$ cat src/hdl/tlpc_pkg.sv
// Shared types, register indexes, reset values and phase codes for the
// traffic light / pedestrian controller. No dependencies.
`timescale 1ns / 1ps

package tlpc_pkg;

    localparam int CFG_INDEX_W = 3;
    localparam int CFG_DATA_W  = 14;
    localparam int SLOT_MS_W   = 10;
    localparam int SLOTS_W     = 7;
    localparam int WARN_MS_W   = 14;
    localparam int BEEP_MS_W   = 10;
    localparam int MS_W        = 14;
    localparam int BEEP_CNT_W  = 5;

    localparam logic [BEEP_CNT_W-1:0] BEEP_CYCLES = 5'd20;
    localparam logic [BEEP_CNT_W-1:0] BEEP_CNT_MAX = 5'd31;

    // configuration register indexes
    localparam logic [CFG_INDEX_W-1:0] REG_GREEN_SLOT_MS  = 3'd0;
    localparam logic [CFG_INDEX_W-1:0] REG_GREEN_SLOTS    = 3'd1;
    localparam logic [CFG_INDEX_W-1:0] REG_YELLOW_SLOT_MS = 3'd2;
    localparam logic [CFG_INDEX_W-1:0] REG_YELLOW_SLOTS   = 3'd3;
    localparam logic [CFG_INDEX_W-1:0] REG_RED_SLOT_MS    = 3'd4;
    localparam logic [CFG_INDEX_W-1:0] REG_RED_SLOTS      = 3'd5;
    localparam logic [CFG_INDEX_W-1:0] REG_WARN_MS        = 3'd6;
    localparam logic [CFG_INDEX_W-1:0] REG_BEEP_HALF_MS   = 3'd7;

    localparam logic [SLOT_MS_W-1:0] RST_GREEN_SLOT_MS  = 10'd80;
    localparam logic [SLOTS_W-1:0]   RST_GREEN_SLOTS    = 7'd100;
    localparam logic [SLOT_MS_W-1:0] RST_YELLOW_SLOT_MS = 10'd40;
    localparam logic [SLOTS_W-1:0]   RST_YELLOW_SLOTS   = 7'd50;
    localparam logic [SLOT_MS_W-1:0] RST_RED_SLOT_MS    = 10'd100;
    localparam logic [SLOTS_W-1:0]   RST_RED_SLOTS      = 7'd100;
    localparam logic [WARN_MS_W-1:0] RST_WARN_MS        = 14'd5000;
    localparam logic [BEEP_MS_W-1:0] RST_BEEP_HALF_MS   = 10'd375;

    typedef enum logic [2:0] {
        PH_GREEN    = 3'd0,
        PH_YELLOW   = 3'd1,
        PH_RED      = 3'd2,
        PH_WARN     = 3'd3,
        PH_BEEP_ON  = 3'd4,
        PH_BEEP_OFF = 3'd5,
        PH_RESUME   = 3'd6
    } phase_t;

    typedef struct packed {
        logic [SLOT_MS_W-1:0] green_slot_ms;
        logic [SLOTS_W-1:0]   green_slots;
        logic [SLOT_MS_W-1:0] yellow_slot_ms;
        logic [SLOTS_W-1:0]   yellow_slots;
        logic [SLOT_MS_W-1:0] red_slot_ms;
        logic [SLOTS_W-1:0]   red_slots;
        logic [WARN_MS_W-1:0] warn_ms;
        logic [BEEP_MS_W-1:0] beep_half_ms;
    } cfg_t;

endpackage

$ cat src/hdl/traffic_light_pedestrian_controller_top.sv
// Top level of the traffic light / pedestrian controller: input register,
// one-tick phase logic and result register. Depends on tlpc_pkg, tlpc_cfg_regs.
`timescale 1ns / 1ps

// Each input request is one millisecond tick carrying the sampled button
// level; each tick yields exactly one result request with the lamp drives,
// buzzer level and phase code for that millisecond. One tick is taken every
// clock cycle while the result register can drain; a tick is registered on
// input, and the whole phase/counter update runs combinationally between the
// input register and the result register.
// The result register is refilled in the same cycle it is drained, so
// output back-pressure only stalls the input when both registers are full.
// Configuration writes are always accepted and take effect on the next tick.
module traffic_light_pedestrian_controller_top
(
    input  logic                             clk,
    input  logic                             rst_n,
    input  logic                             s_tvalid,
    output logic                             s_tready,
    input  logic [7:0]                       s_tdata,   // [0] button_pressed
    output logic                             m_tvalid,
    input  logic                             m_tready,
    // [0] red_lamp, [1] yellow_lamp, [2] green_lamp, [3] walk_lamp,
    // [4] buzzer_on, [7:5] phase
    output logic [7:0]                       m_tdata,
    input  logic                             cfg_valid,
    output logic                             cfg_ready,
    input  logic [tlpc_pkg::CFG_INDEX_W-1:0] cfg_index,
    input  logic [tlpc_pkg::CFG_DATA_W-1:0]  cfg_data
);

    localparam int MS_W    = tlpc_pkg::MS_W;
    localparam int SLOTS_W = tlpc_pkg::SLOTS_W;
    localparam int BC_W    = tlpc_pkg::BEEP_CNT_W;

    tlpc_pkg::cfg_t cfg;

    tlpc_cfg_regs u_cfg
    (
        .clk       (clk),
        .rst_n     (rst_n),
        .cfg_valid (cfg_valid),
        .cfg_ready (cfg_ready),
        .cfg_index (cfg_index),
        .cfg_data  (cfg_data),
        .cfg       (cfg)
    );

    // input stage
    logic in_valid_reg;
    logic btn_reg;
    logic advance;

    // state
    tlpc_pkg::phase_t   phase_reg,  phase_next;
    logic [1:0]         saved_reg,  saved_next;
    logic [MS_W-1:0]    ms_reg,     ms_next;
    logic [SLOTS_W-1:0] slot_reg,   slot_next;
    logic [BC_W-1:0]    beep_reg,   beep_next;
    logic               resume_reg, resume_next;

    // result stage
    logic       out_valid_reg;
    logic [7:0] out_data_reg, out_data_next;

    assign advance  = in_valid_reg && (!out_valid_reg || m_tready);
    assign s_tready = !in_valid_reg || advance;
    assign m_tvalid = out_valid_reg;
    assign m_tdata  = out_data_reg;

    // car phase lookups: saved code 3 and any non-car phase act as red
    function automatic logic [1:0] car_idx(input logic [2:0] p);
        car_idx = (p > 3'(tlpc_pkg::PH_RED)) ? 2'(tlpc_pkg::PH_RED) : p[1:0];
    endfunction

    logic               btn;
    tlpc_pkg::phase_t   ph;
    logic [MS_W-1:0]    ms0;
    logic [SLOTS_W-1:0] slot1;
    logic [1:0]         ci;
    logic [MS_W-1:0]    ilen;
    logic [SLOTS_W-1:0] snum;
    logic [MS_W:0]      ms_inc;
    logic [SLOTS_W:0]   slot_inc;
    logic [9:0]         slen_raw;
    logic [SLOTS_W-1:0] snum_raw;

    always_comb
    begin
        btn         = btn_reg;
        ph          = phase_reg;
        ms0         = ms_reg;
        slot1       = slot_reg;
        saved_next  = saved_reg;
        beep_next   = beep_reg;
        resume_next = resume_reg;

        // decision after a completed beep
        if (ph == tlpc_pkg::PH_BEEP_ON && ms0 == '0 && beep_reg != '0 &&
            (btn || beep_reg >= tlpc_pkg::BEEP_CYCLES))
        begin
            beep_next = '0;
            if (resume_reg)
            begin
                resume_next = 1'b0;
                ph          = tlpc_pkg::PH_RESUME;
            end
            else
            begin
                ph    = tlpc_pkg::PH_GREEN;
                slot1 = '0;
            end
        end

        // button sampled at the start of each car slot
        if (ph <= tlpc_pkg::PH_RED && ms0 == '0 && btn)
        begin
            resume_next = !(ph == tlpc_pkg::PH_GREEN && slot1 == '0);
            saved_next  = ph[1:0];
            ph          = tlpc_pkg::PH_WARN;
        end

        ci = (ph == tlpc_pkg::PH_RESUME) ? car_idx({1'b0, saved_next}) : car_idx(ph);
        case (ci)
            2'd0:
            begin
                slen_raw = cfg.green_slot_ms;
                snum_raw = cfg.green_slots;
            end
            2'd1:
            begin
                slen_raw = cfg.yellow_slot_ms;
                snum_raw = cfg.yellow_slots;
            end
            default:
            begin
                slen_raw = cfg.red_slot_ms;
                snum_raw = cfg.red_slots;
            end
        endcase
        snum = (snum_raw == '0) ? SLOTS_W'(1) : snum_raw;

        case (ph)
            tlpc_pkg::PH_WARN:
                ilen = (cfg.warn_ms == '0) ? MS_W'(1) : cfg.warn_ms;
            tlpc_pkg::PH_BEEP_ON, tlpc_pkg::PH_BEEP_OFF:
                ilen = (cfg.beep_half_ms == '0) ? MS_W'(1) : MS_W'(cfg.beep_half_ms);
            default:
                ilen = (slen_raw == '0) ? MS_W'(1) : MS_W'(slen_raw);
        endcase

        out_data_next = {ph,
                         ph == tlpc_pkg::PH_BEEP_ON,
                         ph == tlpc_pkg::PH_BEEP_ON || ph == tlpc_pkg::PH_BEEP_OFF,
                         ph == tlpc_pkg::PH_GREEN,
                         ph == tlpc_pkg::PH_YELLOW || ph == tlpc_pkg::PH_WARN,
                         ph == tlpc_pkg::PH_RED || ph >= tlpc_pkg::PH_BEEP_ON};

        ms_inc     = {1'b0, ms0} + 1'b1;
        slot_inc   = {1'b0, slot1} + 1'b1;
        phase_next = ph;
        slot_next  = slot1;
        ms_next    = ms_inc[MS_W-1:0];

        if (ms_inc >= {1'b0, ilen})
        begin
            ms_next = '0;
            case (ph)
                tlpc_pkg::PH_WARN:
                begin
                    phase_next = tlpc_pkg::PH_BEEP_ON;
                    beep_next  = '0;
                end
                tlpc_pkg::PH_BEEP_ON:
                    phase_next = tlpc_pkg::PH_BEEP_OFF;
                tlpc_pkg::PH_BEEP_OFF:
                begin
                    phase_next = tlpc_pkg::PH_BEEP_ON;
                    if (beep_reg < tlpc_pkg::BEEP_CNT_MAX)
                        beep_next = beep_reg + 1'b1;
                end
                default:
                begin
                    // green, yellow, red and the resumed slot: next car slot
                    if (slot_inc >= {1'b0, snum})
                    begin
                        slot_next  = '0;
                        phase_next = (ci == 2'(tlpc_pkg::PH_RED)) ?
                                     tlpc_pkg::PH_GREEN :
                                     tlpc_pkg::phase_t'({1'b0, ci + 2'd1});
                    end
                    else
                    begin
                        slot_next  = slot_inc[SLOTS_W-1:0];
                        phase_next = tlpc_pkg::phase_t'({1'b0, ci});
                    end
                end
            endcase
        end
    end

    always_ff @(posedge clk or negedge rst_n)
    begin
        if (!rst_n)
        begin
            in_valid_reg  <= 1'b0;
            out_valid_reg <= 1'b0;
            phase_reg     <= tlpc_pkg::PH_GREEN;
            saved_reg     <= 2'(tlpc_pkg::PH_GREEN);
            ms_reg        <= '0;
            slot_reg      <= '0;
            beep_reg      <= '0;
            resume_reg    <= 1'b0;
        end
        else
        begin
            if (s_tvalid && s_tready)
                in_valid_reg <= 1'b1;
            else if (advance)
                in_valid_reg <= 1'b0;

            if (advance)
                out_valid_reg <= 1'b1;
            else if (m_tready)
                out_valid_reg <= 1'b0;

            if (advance)
            begin
                phase_reg  <= phase_next;
                saved_reg  <= saved_next;
                ms_reg     <= ms_next;
                slot_reg   <= slot_next;
                beep_reg   <= beep_next;
                resume_reg <= resume_next;
            end
        end
    end

    always_ff @(posedge clk)
    begin
        if (s_tvalid && s_tready)
            btn_reg <= s_tdata[0];
        if (advance)
            out_data_reg <= out_data_next;
    end

endmodule

$ cat src/hdl/tlpc_cfg_regs.sv
// Configuration register file for the traffic light controller.
// Depends on tlpc_pkg.
`timescale 1ns / 1ps

module tlpc_cfg_regs
(
    input  logic                             clk,
    input  logic                             rst_n,
    input  logic                             cfg_valid,
    output logic                             cfg_ready,
    input  logic [tlpc_pkg::CFG_INDEX_W-1:0] cfg_index,
    input  logic [tlpc_pkg::CFG_DATA_W-1:0]  cfg_data,
    output tlpc_pkg::cfg_t                   cfg
);

    tlpc_pkg::cfg_t cfg_reg;

    assign cfg_ready = 1'b1;
    assign cfg       = cfg_reg;

    always_ff @(posedge clk or negedge rst_n)
    begin
        if (!rst_n)
        begin
            cfg_reg.green_slot_ms  <= tlpc_pkg::RST_GREEN_SLOT_MS;
            cfg_reg.green_slots    <= tlpc_pkg::RST_GREEN_SLOTS;
            cfg_reg.yellow_slot_ms <= tlpc_pkg::RST_YELLOW_SLOT_MS;
            cfg_reg.yellow_slots   <= tlpc_pkg::RST_YELLOW_SLOTS;
            cfg_reg.red_slot_ms    <= tlpc_pkg::RST_RED_SLOT_MS;
            cfg_reg.red_slots      <= tlpc_pkg::RST_RED_SLOTS;
            cfg_reg.warn_ms        <= tlpc_pkg::RST_WARN_MS;
            cfg_reg.beep_half_ms   <= tlpc_pkg::RST_BEEP_HALF_MS;
        end
        else if (cfg_valid)
        begin
            case (cfg_index)
                tlpc_pkg::REG_GREEN_SLOT_MS:
                    cfg_reg.green_slot_ms <= cfg_data[tlpc_pkg::SLOT_MS_W-1:0];
                tlpc_pkg::REG_GREEN_SLOTS:
                    cfg_reg.green_slots <= cfg_data[tlpc_pkg::SLOTS_W-1:0];
                tlpc_pkg::REG_YELLOW_SLOT_MS:
                    cfg_reg.yellow_slot_ms <= cfg_data[tlpc_pkg::SLOT_MS_W-1:0];
                tlpc_pkg::REG_YELLOW_SLOTS:
                    cfg_reg.yellow_slots <= cfg_data[tlpc_pkg::SLOTS_W-1:0];
                tlpc_pkg::REG_RED_SLOT_MS:
                    cfg_reg.red_slot_ms <= cfg_data[tlpc_pkg::SLOT_MS_W-1:0];
                tlpc_pkg::REG_RED_SLOTS:
                    cfg_reg.red_slots <= cfg_data[tlpc_pkg::SLOTS_W-1:0];
                tlpc_pkg::REG_WARN_MS:
                    cfg_reg.warn_ms <= cfg_data[tlpc_pkg::WARN_MS_W-1:0];
                tlpc_pkg::REG_BEEP_HALF_MS:
                    cfg_reg.beep_half_ms <= cfg_data[tlpc_pkg::BEEP_MS_W-1:0];
                default:
                    cfg_reg <= cfg_reg;
            endcase
        end
    end

endmodule

$ cat config.mk
export PLATFORM = sky130hd
export DESIGN_NAME = traffic_light_pedestrian_controller_top
export DESIGN_NICKNAME = d
export VERILOG_FILES = /design/src/hdl/tlpc_pkg.sv /design/src/hdl/traffic_light_pedestrian_controller_top.sv /design/src/hdl/tlpc_cfg_regs.sv
export SDC_FILE = /design/constraint.sdc
export NUM_CORES = 1
export LEC_CHECK = 0
export BUFFER_PORTS_ARGS = -buffer_cell sky130_fd_sc_hd__buf_4
export CAP_MARGIN = 10
export CORE_MARGIN = 3
export CORE_UTILIZATION = 45
export DETAILED_ROUTE_END_ITERATION = 6
export HOLD_SLACK_MARGIN = 0.03
export PLACE_DENSITY_LB_ADDON = 0.15
export SYNTH_ARGS = -nofsm -noshare
export SYNTH_HDL_FRONTEND = slang
export SYNTH_HIERARCHICAL = 1
export SYNTH_SLANG_ARGS = --single-unit
$ cat constraint.sdc
create_clock -name clk -period 5.05 [get_ports clk]
set_input_delay 1.01 -clock clk [delete_from_list [all_inputs] [get_ports clk]]
set_output_delay 1.01 -clock clk [all_outputs]
set_load 0.05 [all_outputs]
Yosys cells after proc, flatten, opt, wreduce, memory -nomap -nowiden --
Cells that the tools add are included.
Cells by class: magnitude comparators 8, $add $sub $neg 4, mux-type cells 34, reduce and logical (&&, ||, !) cells 43, equal/unequal tests 16
Operators by type and width (count):
- $mux W7 | 6
- $logic_not A14 Y1 | 2
- $mux W14 | 2
- $pmux W14 S2 | 1
- $eq A3 B3 Y1 const B | 8
- $logic_not A10 Y1 | 2
- $mux W10 | 2
- $pmux W10 S2 | 1
- $reduce_and A2 Y1 | 9
- $add A14 B1 Y15 const B | 1
- $ge A15 B14 Y1 | 1
- $mux W5 | 3
- $logic_not A7 Y1 | 2
- $pmux W7 S2 | 1
- $eq A3 B2 Y1 const B | 4
- $mux W2 | 6
- $mux W3 | 4
- $pmux W5 S2 | 1
- $logic_not A3 Y1 | 3
- $add A7 B1 Y8 const B | 1
- $ge A8 B7 Y1 | 1
- $logic_and A1 B1 Y1 | 8
- $eq A3 B1 Y1 const B | 2
- $logic_or A1 B1 Y1 | 6
- 18 further kinds | 28
Storage, ports and cells: output and inout port bits 11, register bits after elaboration 118, bits of input ports 30

Depth between registers and ports, before layout --
depth after elaboration 20, mapped depth 24, mapped depth without buffers 21

Cells and area by module --
Netlist, hierarchy kept.
By module, submodules not included:
- traffic_light_pedestrian_controller_top | instances 1, area each 3564.7 µm², cells each 412, seq. area each 1121.1 µm²
- tlpc_cfg_regs | instances 1, area each 3131.8 µm², cells each 169, seq. area each 1911.8 µm²

Least setup slack after synthesis --
Ideal clock, no wire load.
path type flip-flop to flip-flop, start point reg ms_reg[0], in the netlist ms0[0], end point reg ms_reg[7], in the netlist ms0[7], arrival 4438 ps, clock period less this slack 4533 ps, data required time 4955 ps, setup slack 517 ps, stages on the path, launching flop included 20, cell sequence dfrtp_1 > inv_1 > ha_1 > nor4b_4 > nand4_1 > o31a_4 > o31a_1 > buf_2 > a222oi_1 > nor2_1 > a221oi_1 > ha_1 > a21o_1 > a21o_1 > a2111oi_0 > o21ai_0 > a21o_1 > clkbuf_1 > or2_2 > o31ai_1
Between the ends: longest elaborated chain between the ends 19, elaborated cells between the ends (all ways) 29, classes of those cells add/sub (1); order compare (4); eq/ne (5); mux (10); reduce/logical (9)
RTL lines:
- start, declared | line traffic_light_pedestrian_controller_top.sv:57 | logic [MS_W-1:0] ms_reg, ms_next;
- start signal, assigned | line traffic_light_pedestrian_controller_top.sv:231 | ms_reg <= ms_next;
- $logic_not A14 Y1 | line traffic_light_pedestrian_controller_top.sv:99, traffic_light_pedestrian_controller_top.sv:116
- $logic_and A1 B1 Y1 (3 in a row) | line traffic_light_pedestrian_controller_top.sv:99 | if (ph == tlpc_pkg::PH_BEEP_ON && ms0 == '0 && beep_reg != '0 &&
- $mux W3 | line traffic_light_pedestrian_controller_top.sv:99
- $le A3 B2 Y1 | line traffic_light_pedestrian_controller_top.sv:116 | if (ph <= tlpc_pkg::PH_RED && ms0 == '0 && btn)
- $logic_and A1 B1 Y1 (2 in a row) | line traffic_light_pedestrian_controller_top.sv:116
- $mux W3 or $mux W2 (tied branches) | line traffic_light_pedestrian_controller_top.sv:116
- $gt A3 B2 Y1 or $gt A2 B2 Y1 (tied branches) | line traffic_light_pedestrian_controller_top.sv:73 | car_idx = (p > 3'(tlpc_pkg::PH_RED)) ? 2'(tlpc_pkg::PH_RED) : p[1:0];
- $mux W2 | line traffic_light_pedestrian_controller_top.sv:73
- $mux W2 | line traffic_light_pedestrian_controller_top.sv:123 | ci = (ph == tlpc_pkg::PH_RESUME) ? car_idx({1'b0, saved_next}) : car_idx(ph);
- $eq A2 B1 Y1 or $logic_not A2 Y1 (tied branches) | line traffic_light_pedestrian_controller_top.sv:124 | case (ci)
- $pmux W10 S2 | line traffic_light_pedestrian_controller_top.sv:124
- $logic_not A10 Y1 | line traffic_light_pedestrian_controller_top.sv:149 | ilen = (slen_raw == '0) ? MS_W'(1) : MS_W'(slen_raw);
- $mux W10 | line traffic_light_pedestrian_controller_top.sv:149
- $pmux W14 S2 | line traffic_light_pedestrian_controller_top.sv:143 | case (ph)
- $ge A15 B14 Y1 | line traffic_light_pedestrian_controller_top.sv:165 | if (ms_inc >= {1'b0, ilen})
- $mux W14 * | line traffic_light_pedestrian_controller_top.sv:165
Mark *: on every way between the ends. The rest lies on a longest branch, timed or not. A chain may end at the register's enable or synchronous reset.

Final worst setup path --
start point reg ms_reg[1], in the netlist ms0[1], end point reg ms_reg[7], in the netlist ms0[7]
The elaborated chain is that of the path after synthesis.

==> flow_metrics.tcl <==
set metrics [dict create \
    min_path_type "flop to flop" \
    h-tree-depth 4 \
    synthAdderAreaFrac 0.0504 \
    fin_hold_ws_ns 0.488 \
    cts_buffer_depth 2 \
    row_count 43 \
    ys_seq_area_frac 0.453 \
    leakage_nw 3.62 \
    clkPwrFrac 0.275 \
    fmax_mhz 207 \
    antenna_found_initial 0 \
    fp.dieH_um 128 \
    cp-start-kind "flop" \
    finalSetupViolCount 0 \
    synth.area.mux_share 0.152 \
    yosys.area_share.simple 0.153 \
    p_sw_mw 1.71 \
    dp_hpwl_mm 11.0 \
    vias 4862 \
    track_usage 0.202 \
    place_area_um2 7190 \
    async_flop_share 0.924 \
    worst_slew_pin_slew_ns 0.942 \
    start_util 0.471 \
    drtIter0Drc 363 \
    tns_ns 0 \
    synth_xor_area_frac 0.0235 \
    cp.arrival_ns 5.17 \
    cp.required_ns 5.38 \
    p_sw_frac 0.361 \
    fin_area_um2 8060 \
    synth-compound-area-share 0.129 \
    grt_max_degree 66 \
    yosys.area.top_type "dfrtp_1" \
    drtPass1Iterations 5 \
    num-nets-final 706 \
    drc 0 \
    root_buffer "clkbuf_16" \
    synth_area_leaders "dfrtp_1 (30%), dfstp_2 (11%), mux2_4 (8.3%), mux2_2 (6.6%), ha_1 (5.0%)" \
    syn_to_final_growth_pct 20.4 \
    reg2reg_to "ms0[7]" \
    ff2ff_setup_slack_ns 0.21 \
    r2r_cells 19 \
    cp-end-kind "flop" \
    io_pins 41 \
    core_um2 14200 \
    pwr-share-seq 0.284 \
    synth_area_um2 6700 \
    slew_viol_final 0 \
    drive_gt1_frac 0.373 \
    synth_top_area_share 0.303 \
    path_clk_slew_ns 0.06 \
    hold_viol 0 \
    crit_type "flop to flop" \
    synth-main-ff-cell "dfrtp_1" \
    numClockSinks 118 \
    synth.ff_latch_count 118 \
    p_int_mw 3.03 \
    drv_cap 0 \
    routed_wl_mm 15.9 \
    globalRouteOverflowTotal 0 \
    final_cells 842 \
    final_util 0.568 \
    synth_cell_types 75 \
    period_minus_slack_ns 4.84 \
    synthesis.nets 638 \
    holdCritStartpoint "saved_reg[1]" \
    fp.dieW_um 128 \
    min_period_over_period 0.958 \
    avgViaCountPerCell 5.77 \
    synthCells 581 \
    cts_tree "yes" \
    grt_pass1_vias 4828 \
    outcome "finished, final reports clean" \
    largest_register_ffs 75 \
    wl_per_cell_um 18.9 \
    antenna_cells 0 \
    yosysWarnings 6 \
    min_to "saved_reg[1]" \
    critPathMaxFanout 8 \
    synth_top_family_by_area "simple AND/OR/NAND/NOR gates" \
    p_per_area_nw_per_um2 587 \
    syn_avg_cell_area_um2 11.5 \
    irDropWorstVdd_mv 0.409 \
    gp_congestion 0.847 \
    grt_pass1_wl_mm 25.8 \
    reg2reg_from "ms0[1]" \
    hold_depth 2 \
    ant_nets 0 \
    dieArea_um2 16400 \
    cts_buffers 17 \
    dp.cells 792 \
    slew_headroom 0.371 \
    synth_edf_count 9 \
    clkLatencyLatePin_ns 0.42 \
    clock_skew_ns 0.00755 \
    combPwrFrac 0.440 \
    portBuffers 32 \
]
-- synthesized netlist by cell type, types with 3 or more instances --
library cell	n
a22o_1	7
buf_6	9
nand2b_1	13
nor2_1	23
or2_2	3
nand2_1	47
and3_1	11
nor2b_1	3
buf_2	7
a21o_1	9
xnor2_1	9
inv_1	15
edfxtp_1	9
nor3_1	9
nand4_1	9
mux2_4	37
nor4_1	4
a22oi_1	3
a221oi_1	8
and4bb_1	3
o22ai_1	5
a21oi_1	17
dfrtp_1	81
o21ai_0	32
xor2_1	9
and2_1	6
clkbuf_1	10
mux2_2	39
nand3_1	17
a222oi_1	14
dfstp_2	28
ha_1	27
or4_1	5
-- how the worst max path moves through the flow --
stage	from	endpoint	slack, ns	cells past startpoint
after global placement	ms0[1]	slot_reg[5]	0.09	19
after CTS	ms0[1]	beep_reg[3]	0.04	20
final	ms0[1]	ms0[7]	0.21	19
after global routing	ms0[1]	beep_reg[3]	-0.1	20
after detailed placement	ms0[1]	beep_reg[3]	0.05	20
after floorplan	ms0[0]	ms0[7]	0.52	19
-- cell families (layout without fill, tap and decap cells) --
logic type      count (synthesis)  count (layout)
simple gates                  174             174
fa+ha+maj                      27              27
buf+inv                        46             127
other cells                     1               1
compound gates                119             119
mux                            78              78
flops                         118             118
xor+xnor                       18              18
-- metrics by stage --
stage                     setup WS [ns]  total power, mW
after CTS                        0.0375             4.55
final                             0.210             4.74
after detailed placement         0.0502             3.24
after floorplan                   0.517             2.62
after global routing            -0.0970             5.04
after global placement           0.0925             3.18
-- cell usage in the layout, fill, tap and decap left out, drive strengths merged, types with 4 or more instances in the layout --
master and instances:
nand2 47, o22ai 5, a22o 7, edfxtp 9, nand2b 14, and2 6
a21o 9, nand4b 4, a222oi 14, mux2 76, buf 78, clkbuf 20
or4 5, inv 19, nor3 10, nor2 23, clkinv 5, nand3 17
and3 11, dfrtp 81, nand4 10, xor2 9, dfstp 28, o21ai 35
a21oi 20, ha 27, a221oi 8, nor4 6, xnor2 9
-- area by class of cell --
class | instances | area, µm²
multi-input cells | 417 | 3480
well taps | 180 | 225
flip-flops and latches | 118 | 3030
clock inverters | 12 | 166
inverters | 17 | 63.8
fillers | 1192 | 6140
clock buffers | 20 | 478
repair buffers | 78 | 613
-- routing by layer --
layer	global-route usage	wire length [µm]
met4	0.0737	218
met3	0.0421	535
met2	0.308	7480
met5	0	0
met1	0.284	7670
-- power by group through the flow --
stage | Clock, mW | Sequential, mW | Combinational (mW)
6_report | 1.30 | 1.35 | 2.09
3_5_place_dp | 0 | 1.36 | 1.88
3_3_place_gp | 0 | 1.35 | 1.83
5_1_grt | 1.37 | 1.38 | 2.29
2_1_floorplan | 0 | 1.39 | 1.23
4_1_cts | 1.32 | 1.35 | 1.89
-- critical path, stage by stage, from the launching register on --
cell and delay, ns:
dfrtp_1 0.40, inv_2 0.06, ha_1 0.13, nor4b_4 0.24, nand4_1 0.16, or4b_4 0.58, o211ai_4 0.12, a21oi_4 0.14
a222oi_1 0.47, nor2_1 0.11, a221oi_2 0.24, ha_1 0.29, a21o_1 0.18, a21o_1 0.19, a2111oi_2 0.36, o21ai_1 0.11
a21o_2 0.27, buf_4 0.15, or2_2 0.33, o31ai_1 0.20
-- what timing repair did --
item | in CTS | in global routing
buffers inserted | 0 | 18
resized for setup | 0 | 20
endpoints found under the hold margin | 0 | 0
hold buffers | 0 | 0
endpoints found under the setup margin | 0 | 27
No activity file was read; power rests on OpenSTA's default activity.
